<file path="src/hdl/ble_pkg.sv">
// Shared types and constants of the bounded list engine.
`default_nettype none

package ble_pkg;

	// Command codes carried by the cmd field of a request.
	typedef enum logic [2:0] {
		CMD_PUSH   = 3'd0,
		CMD_POP    = 3'd1,
		CMD_FIND   = 3'd2,
		CMD_COUNT  = 3'd3,
		CMD_MINMAX = 3'd4,
		CMD_SORT   = 3'd5
	} cmd_t;

	// Result status codes.
	typedef enum logic [1:0] {
		STAT_OK    = 2'd0,
		STAT_FULL  = 2'd1,
		STAT_EMPTY = 2'd2
	} status_t;

	// Source of the word written into the entry store.
	typedef enum logic {
		WR_VALUE = 1'b0,
		WR_CUR   = 1'b1
	} wr_src_t;

	// Commands from the controller to the datapath.
	typedef struct packed {
		logic    start;     // request accepted: latch it and clear the result
		logic    empty;     // list holds no entry at accept time
		logic    full;      // push refused
		logic    rd_en;     // read the store at rd_addr
		logic    wr_en;     // write the store at wr_addr
		wr_src_t wr_src;
		logic    scan;      // fold the read word into the pop/find/count/minmax result
		logic    sort_ld;   // load the pivot word of a sort row
		logic    sort_cmp;  // compare the read word with the pivot, swap when out of order
		logic    load_out;  // move the finished result into the output register
	} dp_cmd_t;

	// Configuration port.
	localparam int unsigned PADDR_W      = 3;
	localparam logic        REG_CAPACITY = 1'b0;
	localparam logic [6:0]  CAPACITY_RST = 7'd64;

endpackage

`default_nettype wire

</file>
<file path="src/hdl/bounded_list_engine.sv">
// Top level of the bounded list engine: configuration register, controller and datapath.
//
//  Channel    Handshake             Payload
//  request    req_valid/req_ready   cmd, value, ascending
//  response   rsp_valid/rsp_ready   status, found, position, match_count,
//                                   popped, max_value, min_value, length
//  config     APB (psel/penable)    capacity at byte address 0
//
// Per request, n being the fill at accept time: push, unused codes and any command on an
// empty list go straight to the result; pop reads the tail word; find, count and min/max
// read all n words, one stored word per cycle; sort, for n >= 2, does one compare per
// cycle plus a load and a write-back per row, with one read and one write store port.
// A new request is taken once the previous result sits in the response register; a later
// result holds until rsp_ready frees that register. Reset clears fill and sequencer and sets capacity to 64.
`default_nettype none

module bounded_list_engine #(
	parameter int unsigned DEPTH = 64
) (
	input  wire logic                              clk,
	input  wire logic                              arst_n,
	// request channel
	input  wire logic                              req_valid,
	output logic                                   req_ready,
	input  wire logic [2:0]                        cmd,
	input  wire logic signed [31:0]                value,
	input  wire logic                              ascending,
	// response channel
	output logic                                   rsp_valid,
	input  wire logic                              rsp_ready,
	output logic [1:0]                             status,
	output logic                                   found,
	output logic [5:0]                             position,
	output logic [6:0]                             match_count,
	output logic signed [31:0]                     popped,
	output logic signed [31:0]                     max_value,
	output logic signed [31:0]                     min_value,
	output logic [6:0]                             length,
	// configuration port
	input  wire logic                              psel,
	input  wire logic                              penable,
	input  wire logic                              pwrite,
	input  wire logic [ble_pkg::PADDR_W-1:0]       paddr,
	input  wire logic [31:0]                       pwdata,
	output logic [31:0]                            prdata,
	output logic                                   pready
);

	localparam int unsigned AW = $clog2(DEPTH);
	localparam int unsigned FW = $clog2(DEPTH+1);

	logic [6:0]          capacity_q;
	logic                cfg_wr;
	logic                cap_sel;
	ble_pkg::dp_cmd_t    ctl;
	logic                swap;
	logic [AW-1:0]       rd_addr;
	logic [AW-1:0]       wr_addr;
	logic [FW-1:0]       fill;

	// Word index is paddr above the byte offset; only index 0 exists.
	assign cap_sel = (paddr[ble_pkg::PADDR_W-1:2] == ble_pkg::REG_CAPACITY);
	assign cfg_wr  = psel && penable && pwrite && cap_sel;
	assign pready  = 1'b1;
	assign prdata  = cap_sel ? {25'd0, capacity_q} : 32'd0;

	// Capacity may sit above DEPTH or at zero; the controller clips against both.
	always_ff @(posedge clk or negedge arst_n) begin
		if (!arst_n) begin
			capacity_q <= ble_pkg::CAPACITY_RST;
		end else if (cfg_wr) begin
			capacity_q <= pwdata[6:0];
		end
	end

	ble_ctrl #(
		.DEPTH (DEPTH)
	) u_ctrl (
		.clk       (clk),
		.arst_n    (arst_n),
		.req_valid (req_valid),
		.req_ready (req_ready),
		.cmd       (cmd),
		.capacity  (capacity_q),
		.rsp_valid (rsp_valid),
		.rsp_ready (rsp_ready),
		.swap      (swap),
		.ctl       (ctl),
		.rd_addr   (rd_addr),
		.wr_addr   (wr_addr),
		.fill      (fill)
	);

	ble_dp #(
		.DEPTH (DEPTH)
	) u_dp (
		.clk         (clk),
		.ctl         (ctl),
		.rd_addr     (rd_addr),
		.wr_addr     (wr_addr),
		.fill        (fill),
		.cmd         (cmd),
		.value       (value),
		.ascending   (ascending),
		.swap        (swap),
		.status      (status),
		.found       (found),
		.position    (position),
		.match_count (match_count),
		.popped      (popped),
		.max_value   (max_value),
		.min_value   (min_value),
		.length      (length)
	);

	// The fill never runs past the store.
	a_fill_bound: assert property (@(posedge clk) disable iff (!arst_n)
		fill <= FW'(DEPTH))
		else $error("fill count exceeds store depth");

	// The fill moves only on an accepted request.
	a_fill_hold: assert property (@(posedge clk) disable iff (!arst_n)
		!(req_valid && req_ready) |=> $stable(fill))
		else $error("fill count changed without a request");

	// The store is never read and written at one address in the same cycle.
	a_no_rw_clash: assert property (@(posedge clk) disable iff (!arst_n)
		!(ctl.rd_en && ctl.wr_en && rd_addr == wr_addr))
		else $error("entry store read and write collide");

	// An empty status always comes with an empty list.
	a_empty_len: assert property (@(posedge clk) disable iff (!arst_n)
		rsp_valid && status == ble_pkg::STAT_EMPTY |-> length == 7'd0)
		else $error("empty status with nonzero length");

endmodule

`default_nettype wire

</file>
<file path="src/hdl/ble_dp.sv">
// Datapath of the bounded list engine: entry store, result registers, sort pivot.
`default_nettype none

module ble_dp #(
	parameter int unsigned DEPTH = 64
) (
	input  wire logic                         clk,
	input  wire ble_pkg::dp_cmd_t             ctl,
	input  wire logic [$clog2(DEPTH)-1:0]     rd_addr,
	input  wire logic [$clog2(DEPTH)-1:0]     wr_addr,
	input  wire logic [$clog2(DEPTH+1)-1:0]   fill,
	input  wire logic [2:0]                   cmd,
	input  wire logic signed [31:0]           value,
	input  wire logic                         ascending,
	output logic                              swap,
	output logic [1:0]                        status,
	output logic                              found,
	output logic [5:0]                        position,
	output logic [6:0]                        match_count,
	output logic signed [31:0]                popped,
	output logic signed [31:0]                max_value,
	output logic signed [31:0]                min_value,
	output logic [6:0]                        length
);

	localparam int unsigned AW = $clog2(DEPTH);
	localparam int unsigned FW = $clog2(DEPTH+1);

	logic [31:0]        mem_q [DEPTH];
	logic [31:0]        rd_data_s1;
	logic [AW-1:0]      ra_s1;
	logic [31:0]        wr_data;

	ble_pkg::cmd_t      cmd_q;
	logic [31:0]        val_q;
	logic               asc_q;
	logic [31:0]        cur_q;

	ble_pkg::status_t   status_q;
	logic               found_q;
	logic [5:0]         pos_q;
	logic [FW-1:0]      cnt_q;
	logic [31:0]        popped_q;
	logic [31:0]        mx_q;
	logic [31:0]        mn_q;

	ble_pkg::status_t   status_o_q;
	logic               found_o_q;
	logic [5:0]         pos_o_q;
	logic [6:0]         cnt_o_q;
	logic [31:0]        popped_o_q;
	logic [31:0]        mx_o_q;
	logic [31:0]        mn_o_q;
	logic [6:0]         len_o_q;

	always_comb begin
		unique case (ctl.wr_src)
			ble_pkg::WR_VALUE: wr_data = value;
			ble_pkg::WR_CUR:   wr_data = cur_q;
			default:           wr_data = cur_q;
		endcase
	end

	// Single write port, single registered read port.
	always_ff @(posedge clk) begin
		if (ctl.wr_en) begin
			mem_q[wr_addr] <= wr_data;
		end
		if (ctl.rd_en) begin
			rd_data_s1 <= mem_q[rd_addr];
			ra_s1      <= rd_addr;
		end
	end

	always_comb begin
		if (asc_q) begin
			swap = $signed(cur_q) > $signed(rd_data_s1);
		end else begin
			swap = $signed(cur_q) < $signed(rd_data_s1);
		end
	end

	always_ff @(posedge clk) begin
		if (ctl.start) begin
			cmd_q    <= ble_pkg::cmd_t'(cmd);
			val_q    <= value;
			asc_q    <= ascending;
			found_q  <= 1'b0;
			pos_q    <= '0;
			cnt_q    <= '0;
			popped_q <= '0;
			mx_q     <= '0;
			mn_q     <= '0;
			priority if (ctl.full) begin
				status_q <= ble_pkg::STAT_FULL;
			end else if (ctl.empty && (cmd == ble_pkg::CMD_POP || cmd == ble_pkg::CMD_MINMAX)) begin
				status_q <= ble_pkg::STAT_EMPTY;
			end else begin
				status_q <= ble_pkg::STAT_OK;
			end
		end else if (ctl.scan) begin
			unique case (cmd_q)
				ble_pkg::CMD_POP: begin
					popped_q <= rd_data_s1;
				end
				ble_pkg::CMD_FIND: begin
					if (!found_q && rd_data_s1 == val_q) begin
						found_q <= 1'b1;
						pos_q   <= 6'(ra_s1);
					end
				end
				ble_pkg::CMD_COUNT: begin
					if (rd_data_s1 == val_q) begin
						cnt_q <= cnt_q + FW'(1);
					end
				end
				ble_pkg::CMD_MINMAX: begin
					if (ra_s1 == '0) begin
						mx_q <= rd_data_s1;
						mn_q <= rd_data_s1;
					end else begin
						if ($signed(rd_data_s1) > $signed(mx_q)) begin
							mx_q <= rd_data_s1;
						end
						if ($signed(rd_data_s1) < $signed(mn_q)) begin
							mn_q <= rd_data_s1;
						end
					end
				end
				default: begin
				end
			endcase
		end

		// Pivot: the word that ends up at the row's head.
		if (ctl.sort_ld) begin
			cur_q <= rd_data_s1;
		end else if (ctl.sort_cmp && swap) begin
			cur_q <= rd_data_s1;
		end

		if (ctl.load_out) begin
			status_o_q <= status_q;
			found_o_q  <= found_q;
			pos_o_q    <= pos_q;
			cnt_o_q    <= 7'(cnt_q);
			popped_o_q <= popped_q;
			mx_o_q     <= mx_q;
			mn_o_q     <= mn_q;
			len_o_q    <= 7'(fill);
		end
	end

	assign status      = status_o_q;
	assign found       = found_o_q;
	assign position    = pos_o_q;
	assign match_count = cnt_o_q;
	assign popped      = popped_o_q;
	assign max_value   = mx_o_q;
	assign min_value   = mn_o_q;
	assign length      = len_o_q;

endmodule

`default_nettype wire

</file>
<file path="src/hdl/ble_ctrl.sv">
// Controller of the bounded list engine: sequencing, fill count, handshakes.
`default_nettype none

module ble_ctrl #(
	parameter int unsigned DEPTH = 64
) (
	input  wire logic                         clk,
	input  wire logic                         arst_n,
	input  wire logic                         req_valid,
	output logic                              req_ready,
	input  wire logic [2:0]                   cmd,
	input  wire logic [6:0]                   capacity,
	output logic                              rsp_valid,
	input  wire logic                         rsp_ready,
	input  wire logic                         swap,
	output ble_pkg::dp_cmd_t                  ctl,
	output logic [$clog2(DEPTH)-1:0]          rd_addr,
	output logic [$clog2(DEPTH)-1:0]          wr_addr,
	output logic [$clog2(DEPTH+1)-1:0]        fill
);

	localparam int unsigned AW  = $clog2(DEPTH);
	localparam int unsigned FW  = $clog2(DEPTH+1);
	localparam int unsigned FW1 = FW + 1;
	localparam int unsigned CW  = (FW > 7) ? FW : 7;

	typedef enum logic [5:0] {
		ST_IDLE      = 6'b000001,
		ST_SCAN      = 6'b000010,
		ST_SORT_LD   = 6'b000100,
		ST_SORT_SCAN = 6'b001000,
		ST_SORT_WB   = 6'b010000,
		ST_RESULT    = 6'b100000
	} state_t;

	state_t         state_q, state_d;
	logic [FW-1:0]  fill_q, fill_d;
	logic [FW-1:0]  j_q, j_d;
	logic [AW-1:0]  i_q, i_d;
	logic           rsp_valid_q, rsp_valid_d;
	logic           accept;
	logic           is_empty;
	logic           has_room;

	assign req_ready = (state_q == ST_IDLE);
	assign accept    = req_valid && req_ready;
	assign is_empty  = (fill_q == '0);
	assign has_room  = (CW'(fill_q) < CW'(capacity)) && (fill_q != FW'(DEPTH));
	assign fill      = fill_q;
	assign rsp_valid = rsp_valid_q;

	always_comb begin
		state_d     = state_q;
		fill_d      = fill_q;
		j_d         = j_q;
		i_d         = i_q;
		rsp_valid_d = rsp_valid_q && !rsp_ready;
		rd_addr     = '0;
		wr_addr     = '0;
		ctl         = '0;
		ctl.wr_src  = ble_pkg::WR_CUR;

		unique case (state_q)
			ST_IDLE: begin
				if (accept) begin
					ctl.start = 1'b1;
					ctl.empty = is_empty;
					state_d   = ST_RESULT;
					unique case (cmd)
						ble_pkg::CMD_PUSH: begin
							ctl.full   = !has_room;
							ctl.wr_en  = has_room;
							ctl.wr_src = ble_pkg::WR_VALUE;
							wr_addr    = AW'(fill_q);
							if (has_room) begin
								fill_d = fill_q + FW'(1);
							end
						end
						ble_pkg::CMD_POP: begin
							// Read the tail; j past the new fill ends the scan after one word.
							if (!is_empty) begin
								ctl.rd_en = 1'b1;
								rd_addr   = AW'(fill_q - FW'(1));
								j_d       = fill_q;
								fill_d    = fill_q - FW'(1);
								state_d   = ST_SCAN;
							end
						end
						ble_pkg::CMD_FIND, ble_pkg::CMD_COUNT, ble_pkg::CMD_MINMAX: begin
							if (!is_empty) begin
								ctl.rd_en = 1'b1;
								rd_addr   = '0;
								j_d       = FW'(1);
								state_d   = ST_SCAN;
							end
						end
						ble_pkg::CMD_SORT: begin
							if (fill_q > FW'(1)) begin
								ctl.rd_en = 1'b1;
								rd_addr   = '0;
								i_d       = '0;
								state_d   = ST_SORT_LD;
							end
						end
						default: begin
						end
					endcase
				end
			end
			ST_SCAN: begin
				ctl.scan = 1'b1;
				if (j_q < fill_q) begin
					ctl.rd_en = 1'b1;
					rd_addr   = AW'(j_q);
					j_d       = j_q + FW'(1);
				end else begin
					state_d = ST_RESULT;
				end
			end
			ST_SORT_LD: begin
				ctl.sort_ld = 1'b1;
				ctl.rd_en   = 1'b1;
				rd_addr     = i_q + AW'(1);
				j_d         = FW'(i_q) + FW'(2);
				state_d     = ST_SORT_SCAN;
			end
			ST_SORT_SCAN: begin
				// Swap: old pivot goes to the word just read, that word becomes pivot.
				ctl.sort_cmp = 1'b1;
				ctl.wr_en    = swap;
				wr_addr      = AW'(j_q - FW'(1));
				if (j_q < fill_q) begin
					ctl.rd_en = 1'b1;
					rd_addr   = AW'(j_q);
					j_d       = j_q + FW'(1);
				end else begin
					state_d = ST_SORT_WB;
				end
			end
			ST_SORT_WB: begin
				ctl.wr_en = 1'b1;
				wr_addr   = i_q;
				if (FW1'(i_q) + FW1'(2) < FW1'(fill_q)) begin
					ctl.rd_en = 1'b1;
					rd_addr   = i_q + AW'(1);
					i_d       = i_q + AW'(1);
					state_d   = ST_SORT_LD;
				end else begin
					state_d = ST_RESULT;
				end
			end
			ST_RESULT: begin
				if (!rsp_valid_q || rsp_ready) begin
					ctl.load_out = 1'b1;
					rsp_valid_d  = 1'b1;
					state_d      = ST_IDLE;
				end
			end
			default: begin
				state_d = ST_IDLE;
			end
		endcase
	end

	always_ff @(posedge clk or negedge arst_n) begin
		if (!arst_n) begin
			state_q     <= ST_IDLE;
			fill_q      <= '0;
			j_q         <= '0;
			i_q         <= '0;
			rsp_valid_q <= 1'b0;
		end else begin
			state_q     <= state_d;
			fill_q      <= fill_d;
			j_q         <= j_d;
			i_q         <= i_d;
			rsp_valid_q <= rsp_valid_d;
		end
	end

endmodule

`default_nettype wire
</file>
<file path="config.mk">
export PLATFORM = sky130hd
export DESIGN_NAME = bounded_list_engine
export DESIGN_NICKNAME = d
export VERILOG_FILES = /design/src/hdl/ble_pkg.sv /design/src/hdl/bounded_list_engine.sv /design/src/hdl/ble_dp.sv /design/src/hdl/ble_ctrl.sv
export SDC_FILE = /design/constraint.sdc
export NUM_CORES = 2
export LEC_CHECK = 0
export ABC_AREA = 1
export BUFFER_PORTS_ARGS = -buffer_cell sky130_fd_sc_hd__buf_2
export CORE_ASPECT_RATIO = 1.1
export CORE_MARGIN = 10
export CORE_UTILIZATION = 55
export CTS_BUF_LIST = sky130_fd_sc_hd__clkbuf_2
export DETAILED_ROUTE_END_ITERATION = 8
export HOLD_SLACK_MARGIN = 0.06
export PLACE_DENSITY = 0.74
export SKIP_CTS_REPAIR_TIMING = 1
export SLEW_MARGIN = 20
export SYNTH_ARGS = -nofsm -noshare
export SYNTH_HDL_FRONTEND = slang
export SYNTH_SLANG_ARGS = --single-unit
</file>
<file path="constraint.sdc">
create_clock -name clk -period 5.9 [get_ports clk]
set_clock_uncertainty 0.05 [all_clocks]
set_input_delay 1.18 -clock clk [delete_from_list [all_inputs] [get_ports clk]]
set_output_delay 1.18 -clock clk [all_outputs]
set_load 0.05 [all_outputs]
</file>
==> reports/qor.yml <==
synth_cells: 9878
hold_violations: 0
met3_usage: 0.05876
grt_setup_unrepaired: "no"
vias_per_cell: 5.807
h-tree-depth: 6
first_pass_iters: 8
finalSetupViolCount: 0
cts_root_buffer: "clkbuf_2"
synth_area_sq_um: 107400
slew_viol_final: 0
yosys-top-cells-area: "edfxtp_1 (64%), nand3_1 (11%), inv_1 (5.4%)"
grt.busiest_layer: "met2"
maxSlewHeadroom: 0.09807
start_util: 0.5521
use_met2: 0.4354
synthToLayoutAreaGrowth_pct: 10.02
drc: 0
synthTopCellsByCount: "nand3_1 (2279), edfxtp_1 (2275), inv_1 (1540)"
die_h_microns: 483.6
cpPeakStageDelay_ps: 640
fill_cells: 15040
die-area_sq_um: 213500
rows: 170
pin_count: 232
async_flop_share: 0.01406
routed_wirelength_microns: 304300
worst_setup_path_start_kind: "register"
cp.arrival_ps: 6810
clock-sinks: 2419
gp_routability_congestion: 0.9215
cts_tree: "yes"
hpwl_microns: 174700
grt_max_degree: 183
power_density_nw_per_um2: 340.6
period_needed_ps: 5158
ys_seq_area_frac: 0.6643
tns_ps: 0
synth_ff_type: "edfxtp_1"
die_w_microns: 441.4
grt_pass1_wl_microns: 444900
outcome: "finished clean"
leakage_uw: 0.04737
cts_max_path_buffers: 4
worstSetupEndpointType: "register"
coreArea_sq_um: 194600
seqCellArea_sq_um: 71370
path_cells: "ha_1 -> nand2_1 -> nor2_1 -> xor2_1 -> ha_1 -> a21o_1 -> a21oi_1 -> nand3_4 -> buf_12 -> buf_4 -> nand3b_1 -> nand3_1 -> nand3_1 -> nand3_1 -> nand3_1 -> nand3_1 -> nand2_1"
min_period_over_period: 0.8743
ys_types: 54
cap_viol_max_count: 0
globalRouteMet1Util: 0.3417
drive_above_1_share: 0.1343
max_freq_mhz: 193.9
avgSynthCellArea_sq_um: 10.88
grt_antenna_before_repair: 11
cpMaxStageDelayCell: "buf_4"
multi_input_area_sq_um: 28180
track_usage: 0.2729
ir_drop_uv: 216.8
overflow: 0
synth-seq-cells: 2419
synth_top_area_cell: "edfxtp_1"
crit_path_frequent_cell: "nand3_1"
ant_nets: 0
worstPathRequired_ps: 7550
drt_iter0_drc: 9917
path_clk_slew_ps: 100
path_max_fanout: 182
yosysMostFrequentCell: "nand3_1"
finalNetCount: 10590
hold_class: "input port to register"
numCtsBuffers: 592
vias: 77750
path_class: "register to register"
worstSkewPairLatency_ps: 1940
wl_per_cell_microns: 22.73
synth_edf_count: 2275
synth_top_area_share: 0.6358
fin_util: 0.6074
port-buffer-count: 178
tightest_slew_ps: 1353
ys_warn_count: 0
whs_ps: 197.4
first_global_vias: 74780
[metal layers]
| layer | part of all wire | vias to the layer above |
|---|---|---|
| met5 | 0.00011 | - |
| met4 | 0.060 | 6 |
| met3 | 0.12 | 810 |
| met2 | 0.47 | 5006 |
| met1 | 0.36 | 36900 |
| li1 | - | 35030 |
[worst paths after layout]
path	endpoint	depth (start not counted)	start	slack, ps
worst max-delay path	u_dp.rd_data_s1[29]$_DFFE_PP_	17	u_ctrl.i_q[2]$_DFFE_PN0P_	740
worst min-delay path	u_ctrl.state_q[5]$_DFFE_PN0P_	4	rsp_ready	200
worst max register to register	u_dp.rd_data_s1[29]$_DFFE_PP_	17	u_ctrl.i_q[2]$_DFFE_PN0P_	740
worst min register to register	u_dp.status[0]$_DFFE_PP_	0	u_dp.status_q[0]$_SDFFCE_PP1P_	370
max in group asynchronous	u_ctrl.j_q[5]$_DFFE_PN0P_	4	arst_n	5130
min in group asynchronous	capacity_q[6]$_DFFE_PN1P_	3	arst_n	390
[area by class of cell]
cell class,instances,share of cell area
Antenna cell,11,0.0002328
Clock inverter,151,0.006467
Timing Repair Buffer,514,0.03808
Tap cell,2580,0.02731
Inverter,1551,0.04953
Multi-Input combinational cell,5308,0.2384
Clock buffer,856,0.03624
Sequential cell,2419,0.6037
[flip-flops by register name, indices dropped and copies added (netlist names), 7 cells and up]
register / flops
u_dp.length: 7
u_dp.popped: 32
u_dp.cur_q: 32
u_dp.max_value: 32
u_dp.mx_q: 32
u_dp.mn_q: 32
u_dp.rd_data_s1: 32
u_dp.match_count: 7
u_dp.mem_q: 2048
u_dp.val_q: 32
u_ctrl.j_q: 7
u_dp.popped_q: 32
u_dp.cnt_q: 7
u_ctrl.fill: 7
capacity_q: 7
u_dp.min_value: 32
[report_power, final]
group | total [uW] | switching, uW | internal [uW]
sequential | 19900 | 442 | 19400
combinational | 9760 | 7150 | 2610
clock | 10600 | 6530 | 4120
[critical path, delay by kind of cell, from the launching register on]
| kind | cells | cell delay [ps] |
|---|---|---|
| AO/OA/AOI/OAI | 2 | 570 |
| XOR/XNOR | 1 | 260 |
| adder cells (fa/ha/maj) | 2 | 490 |
| buffers and inverters | 2 | 920 |
| AND/OR/NAND/NOR | 10 | 1800 |
| flip-flops | 1 | 460 |
[placed cells by master (no fill, tap or decap), types with 11 or more instances in the layout]
master and count:
dfxtp_1 110, nor4_1 11, buf_2 178, diode_2 11
nor3_1 11, ha_1 122, nand3_1 2275, nand2_4 13
nand3b_1 706, clkinv_1 110, xor2_1 31, nand2_2 19
a21oi_1 193, dlygate4sd3_1 105, nand2_1 1504, clkinv_2 20
nor2_1 147, buf_4 165, dfrtp_1 32, edfxtp_1 2275
clkbuf_2 856, inv_1 1536, nand4_1 29, buf_12 66
conb_1 26, nor2_4 71, o21ai_0 84, inv_2 22
[cell families after synthesis]
group	Yosys count	share of synthesized area
flops	2419	0.6643
fa+ha+maj	122	0.01421
simple gates	4810	0.2219
xor+xnor	33	0.002690
compound gates	317	0.01563
buf+inv	2175	0.08125
other cells	2	0.00006990
[through the flow]
step	cell area, sq um	setup slack (ps)	cells	power (uW)
floorplan	107500	850.2	9902	26370
CTS	117100	894.8	13270	40100
global placement	112000	795.5	12270	29390
finish	118200	741.6	13390	40260
global route	118200	537.9	13390	42090
detailed placement	112000	763.7	12270	29680
No activity file was read; power rests on OpenSTA's default activity.
